<file path="config.mk">
export PLATFORM = sky130hd
export DESIGN_NAME = gdt_map
export DESIGN_NICKNAME = d
export VERILOG_FILES = /design/src/sv/gdt_pkg.sv /design/src/sv/gdt_map.sv
export SDC_FILE = /design/constraint.sdc
export NUM_CORES = 2
export LEC_CHECK = 0
export BUFFER_PORTS_ARGS = -buffer_cell sky130_fd_sc_hd__buf_2
export CORE_MARGIN = 2
export CORE_UTILIZATION = 44
export DETAILED_ROUTE_END_ITERATION = 10
export REMOVE_ABC_BUFFERS = 1
export SLEW_MARGIN = 30
export SYNTH_ARGS = -nofsm -noshare
export SYNTH_HDL_FRONTEND = slang
export SYNTH_SLANG_ARGS = --single-unit
export TNS_END_PERCENT = 5
</file>
<file path="constraint.sdc">
create_clock -name clk -period 2.7 [get_ports clk]
set_input_delay 0.27 -clock clk [delete_from_list [all_inputs] [get_ports clk]]
set_output_delay 0.27 -clock clk [all_outputs]
set_load 0.03 [all_outputs]
</file>
<file path="src/sv/gdt_pkg.sv">
// Shared types and constants for the domino tiling check block.
// Depends on nothing; every other file imports it.
package gdt_pkg;

    localparam int MAX_ROWS = 32;
    localparam int MAX_COLS = 32;
    localparam int ROW_W    = $clog2(MAX_ROWS);
    localparam int COL_W    = $clog2(MAX_COLS);
    localparam int CELL_W   = ROW_W + COL_W;
    localparam int CELLS    = 1 << CELL_W;
    localparam int SP_W     = CELL_W + 1;
    localparam int SZ_W     = 7;
    localparam int CFG_IDX_W = 1;
    localparam int CFG_W    = 6;

    localparam logic [CFG_IDX_W-1:0] CFG_ROWS = 1'b0;
    localparam logic [CFG_IDX_W-1:0] CFG_COLS = 1'b1;

    typedef struct packed {
        logic       func;
        logic [4:0] hole_row;
        logic [4:0] hole_col;
    } in_t;

    typedef struct packed {
        logic        tileable;
        logic [9:0]  matched_pairs;
        logic [10:0] free_cells;
    } out_t;

    typedef struct packed {
        logic [SZ_W-1:0] rows;
        logic [SZ_W-1:0] cols;
    } size_t;

    typedef struct packed {
        logic             we;
        logic [ROW_W-1:0] row;
        logic [COL_W-1:0] col;
    } mark_t;

    typedef struct packed {
        logic             clr;
        logic [ROW_W-1:0] row;
        logic [COL_W-1:0] col;
    } query_t;

    typedef struct packed {
        logic [CELL_W-1:0] node;
        logic [2:0]        dir;
        logic [CELL_W-1:0] via;
    } frame_t;

    typedef struct packed {
        logic              valid;
        logic [CELL_W-1:0] node;
    } partner_t;

    typedef enum logic [3:0] {
        S_IDLE,
        S_CLEAR,
        S_SCAN,
        S_STEP,
        S_POP,
        S_NREAD,
        S_WREAD,
        S_BT_A,
        S_BT_B,
        S_BT_LD,
        S_DONE
    } state_t;

endpackage

</file>
<file path="src/sv/gdt_map.sv">
// Blocked-cell map: one flop per cell, single lookup port, whole-map clear on query.clr.
// Depends on gdt_pkg.
module gdt_map (
    input  logic           clk,
    input  logic           rst_n,
    input  gdt_pkg::mark_t  mark,
    input  gdt_pkg::query_t query,
    output logic           blocked
);
    import gdt_pkg::*;

    logic [MAX_COLS-1:0] blk_reg [MAX_ROWS];

    always_ff @(posedge clk or negedge rst_n)
    begin
        if (!rst_n)
        begin
            for (int i = 0; i < MAX_ROWS; i++)
            begin
                blk_reg[i] <= '0;
            end
        end
        else if (query.clr)
        begin
            for (int i = 0; i < MAX_ROWS; i++)
            begin
                blk_reg[i] <= '0;
            end
        end
        else if (mark.we)
        begin
            blk_reg[mark.row][mark.col] <= 1'b1;
        end
    end

    // non power-of-two sizes leave unused codes; they read as free
    always_comb
    begin
        if ((32'(query.row) < MAX_ROWS) && (32'(query.col) < MAX_COLS))
            blocked = blk_reg[query.row][query.col];
        else
            blocked = 1'b0;
    end

endmodule

</file>
# == After elaboration in Yosys (flattened, before gate mapping) ==
# Index checks and enable logic that the tools add are counted.
# op_classes
order_cmp,6
mux,11
bitwise_logic,3
n_reduce_logical,3
# op_table
cell,count
$mux 1024,2
$or 1024x1024->1024,1
$bmux 32 s5,1
$demux 32 s5,1
$mux 32,3
$ge 6x6->1 const B,2
$lt 5x6->1 const B,2
$not 5->6,2
$lt 6x1->1 const B,1
$bmux 1 s5,1
$demux 1 s5,1
$ge 5x1->1 const B,1
$logic_and 1x1->1,2
$mux 1,2
$reduce_bool 2->1,1
# word_totals
regBits,1024
output_inout_bits,1
word_cells,55

# == Longest topological paths before layout ==
# logic_depth
depth_word,9
ltp_mapped,13

# == Least setup slack after synthesis ==
# No wires, ideal clock.
# synth_timing
path_type,input to output
from,input query[5] (netlist bit)
to,output blocked
arrival_ps,2363
required_ps,2430
path_slack_ps,67
path_stages,11
cell_sequence,buf_6 buf_12 buf_8 buf_4 mux4_2 a22oi_1 a21oi_1 a211oi_1 nand3_1 nand4_1 nand4_1
# synth_via
elab_chain_cells,6
# synth_lines
item,line_no,rtl
"start, declared",gdt_map.sv:7,"input gdt_pkg::query_t query,"
$not 5->6 (implied by the code),gdt_map.sv:40,blocked = blk_reg[query.row][query.col];
$bmux 32 s5,gdt_map.sv:40,
$mux 32 (implied by the code) (2 in series),gdt_map.sv:40,
$bmux 1 s5,gdt_map.sv:40,
$mux 1 (implied by the code),gdt_map.sv:40,
"end, declared",gdt_map.sv:8,output logic blocked
# No other way between the ends. The select of a mux whose other input is x is not followed.

# == Worst setup path after layout ==
# layout_timing
from,register blk_reg[221] (netlist bit)
to,output blocked
# layout_via
elab_chain_cells,5
# layout_lines
item,line_no,rtl
"start, declared",gdt_map.sv:12,logic [MAX_COLS-1:0] blk_reg [MAX_ROWS];
"start signal, assigned by index",gdt_map.sv:20,blk_reg[i] <= '0;
"start signal, assigned by index",gdt_map.sv:27,blk_reg[i] <= '0;
"start signal, assigned by index",gdt_map.sv:32,blk_reg[mark.row][mark.col] <= 1'b1;
$bmux 32 s5,gdt_map.sv:40,
$mux 32 (implied by the code) (2 in series),gdt_map.sv:40,
$bmux 1 s5,gdt_map.sv:40,
$mux 1 (implied by the code),gdt_map.sv:40,
# No other way between the ends. The select of a mux whose other input is x is not followed.

==> impl_metrics.csv <==
group,metric,value,unit
power_and_ir_drop,p_seq_share,46.2,%
finish,area_growth,17.36,%
timing,final_max_slew_viol_count,0,
timing,fin_ws,-1086,ps
power_and_ir_drop,power_switching,7.951,mW
timing,final.setup_skew,0,ps
power_and_ir_drop,power_frac_clock,47.4,%
clock_network,cts.sink_count,1024,
power_and_ir_drop,vdd_drop_max,518.4,uV
place,place_hpwl,92.08,mm
timing,maxSlewHeadroom,32.75,%
power_and_ir_drop,p_int,25.33,mW
timing,whs,145.4,ps
synthesis,synthSimpleGateAreaFrac,11.23,%
job,maxCapViolCount,0,
timing,tightestPinTransition,1009,ps
setup_path,slowest_stage,"mux4_1",
setup_path,worst_ep_required_time,2430,ps
floorplan,die_w,324.1,um
outcome,violations,"setup timing",
synthesis,synth_cell_type_count,54,
clock_network,cts_tree,"yes",
clock_network,insertion_delay,710,ps
routing,wire_per_inst,25.31,um
setup_path,critPathLaunchType,"flip-flop",
synthesis,synth_xor_xnor_area_share,0,%
power_and_ir_drop,swShare,23.89,%
floorplan,initial_core_util,44.31,%
timing,fmax,0.2641,GHz
finish,final_core_util,52.00,%
setup_path,crit_type,"reg -> out",
outcome,outcome,"finished, violations left",
setup_path,timing.rr.start,"blk_reg[11]",
setup_path,critPathLaunch,"blk_reg[221]",
setup_path,crit_fanout,2,
synthesis,synth_edf_count,0,
floorplan,io_pins,25,
grt,grt.total_usage,28.49,%
timing,period_minus_slack,3786,ps
synthesis,ys_seq_elements,1024,
floorplan,core,101700,um^2
synthesis,synth.area.top_cells,"dfrtp_1 (57%), a21oi_1 (12%), mux4_2 (11%)",
routing,wl,147.5,mm
routing,drt-initial-drc-count,3915,
routing,vias,34980,
routing,vias_per_cell,6.003,
clock_network,cts_buffers,107,
setup_path,max_stage_delay,520,ps
synthesis,synthDominantCellAreaShare,56.84,%
grt,overflow,0,
finish,largest_reg_flops,1024,
timing,setup_viol,1,
clock_network,ctsRootBufferMaster,"clkbuf_16",
place,dp_slack,-1164,ps
finish,n_fill_cell,9031,
floorplan,dieArea,105000,um^2
power_and_ir_drop,p_leak,23.86,nW
synthesis,synth_compound_area_share,14.07,%
floorplan,die-height,324.1,um
floorplan,rows,117,
synthesis,synth-main-ff-cell,"dfrtp_1",
synthesis,synth_area_leader_cell,"dfrtp_1",
place,place.gp.congestion,0.8610,
worst_hold_path,hold_start,"mark[8]",
grt,grt_pass1_wl,224.2,mm
synthesis,synth_fa_ha_area_share,0,%
clock_network,cts_buffer_depth,3,
power_and_ir_drop,power.density,629.0,nW/um^2
synthesis,synth_top_family_by_area,"compound AO/OA/AOI/OAI gates",
grt,grt_pass1_vias,34620,
setup_path,critPathCaptureType,"output pin",
setup_path,crit_chain,"mux4_1 -> mux4_2 -> mux2i_2 -> and3_1 -> a311oi_2 -> nand3_1 -> nand4_1 -> buf_4 -> buf_6",
setup_path,crit_arrival,3520,ps
timing,hold_viol,0,
finish,finalNetCount,4392,
synthesis,avgSynthCellArea,10.63,um^2
clock_network,clk_pin_slew,60,ps
synthesis,ys_warn_count,0,
power_and_ir_drop,combPwrFrac,6.4,%
routing,drc_errors,0,
routing,first_pass_iters,6,
synthesis,synth.cell_area,45080,um^2
grt,grt_max_degree,128,
timing,post-route-period-util,140.2,%
routing,drtAntennaViolNets,0,
place,portBuffers,24,
finish,drive_gt1_share,21.11,%
timing,fin_setup_tns,-1086,ps
worst_hold_path,hp-class,"in -> reg",
synthesis,muxShareOfSynthArea,13.50,%
clock_network,htreeDepth,3,
synthesis,ys_seq_area_share,56.84,%
grt,antenna_found_initial,5,
synthesis,async_reset_ff_share,100.0,%
synthesis,synthCells,4241,
timing,rsz0062_at_grt,"true",
[synth_stat cells, types with 4 or more instances]
cell type,n
buf_6,14
o22ai_1,19
buf_4,15
nand3b_1,7
mux4_2,227
dfrtp_1,1024
nand2_1,33
mux4_1,5
mux2i_1,82
clkbuf_1,348
a22o_1,5
a211oi_1,5
buf_8,13
nor3_1,57
o21ai_0,12
o221ai_1,34
nand3_1,20
a22oi_1,34
nor4_1,4
buf_1,4
and2_1,7
nand4_1,8
a31oi_1,4
inv_1,4
a21oi_1,1064
nor2_1,1118
a221oi_1,4
and3_1,4
buf_2,22
nand2b_1,7
[worst max-delay path: cells and delay by family, from the launching register on]
family	cells	cell delay (ps)
flops	1	380
mux	3	1250
compound gates	1	60
buf+inv	2	430
simple gates	3	690
[power by group through the flow]
stage | logic (mW) | clock network [mW] | registers (mW)
3_3_place_gp | 2.10 | 0 | 15.6
5_1_grt | 2.26 | 16.6 | 15.4
2_1_floorplan | 0.451 | 0 | 15.6
4_1_cts | 2.12 | 16.0 | 15.4
6_report | 2.14 | 15.8 | 15.4
3_5_place_dp | 2.10 | 0 | 15.6
[stage by stage]
step / std cells / cell area (um^2) / total power, mW
floorplan: 3822 / 43140 / 16.10
global placement: 5625 / 49010 / 17.74
detailed placement: 5625 / 49010 / 17.75
CTS: 5824 / 52870 / 33.49
global route: 5826 / 52900 / 34.24
finish: 5827 / 52900 / 33.28
[layout by cell type, fill, tap and decap left out, drive strengths merged, types with 10 or more instances in the layout]
cell type,netlist,routed
o21ai,14,14
inv,4,10
nor2,1118,1118
buf,70,435
mux2i,82,82
a22oi,34,34
bufinv,0,13
o22ai,19,19
mux4,232,232
o221ai,35,35
dfrtp,1024,1024
nand2,34,34
a21oi,1064,1064
nand3,20,20
clkinv,1,27
nor3,57,57
clkbuf,349,152
[logic make-up (layout without fill, tap and decap cells)]
| family | count (synthesis) | after routing |
|---|---|---|
| multiplexers | 316 | 316 |
| other | 0 | 2 |
| buffers and inverters | 424 | 640 |
| flip-flops | 1024 | 1024 |
| AND/OR/NAND/NOR | 1280 | 1280 |
| AO/OA/AOI/OAI | 1197 | 1197 |
[area by class of cell]
type / count / area [um^2] / share of cell area [%]
well taps: 1368 / 1712 / 3.235
flip-flops and latches: 1024 / 25620 / 48.44
repair buffers: 437 / 3973 / 7.509
diodes: 2 / 5.005 / 0.009460
inverters: 5 / 18.77 / 0.03548
clock inverters: 46 / 636.9 / 1.204
clock buffers: 152 / 3127 / 5.910
multi-input cells: 2793 / 17810 / 33.66
[path summary, 6_finish.rpt]
kind | to | slack [ps] | depth (start not counted)
hold / removal | blk_reg[997] | 150 | 6
setup reg to reg | blk_reg[11] | 1870 | 3
max in group asynchronous | blk_reg[129] | 1570 | 4
hold reg to reg | blk_reg[153] | 490 | 2
min in group asynchronous | blk_reg[50] | 180 | 2
setup / recovery | blocked | -1090 | 9
[per-layer routing]
| metal | up-vias | GRT usage (%) | part of all wire, % |
|---|---|---|---|
| met3 | 359 | 5.638 | 8.8 |
| met1 | 17850 | 40.56 | 42 |
| met4 | 6 | 10.45 | 4.0 |
| li1 | 15110 | - | - |
| met2 | 1659 | 43.53 | 45 |
| met5 | - | 0 | 0.024 |
[what timing repair did]
item,4_1_cts,5_1_grt
gates cloned,0,0
resized for setup,20,5
buffers inserted,0,1
pin swaps,9,3
endpoints found under the hold margin,118,0
endpoints found under the setup margin,1,1
hold buffers,2,0
Note: power is estimated with default switching activity, not from simulation.
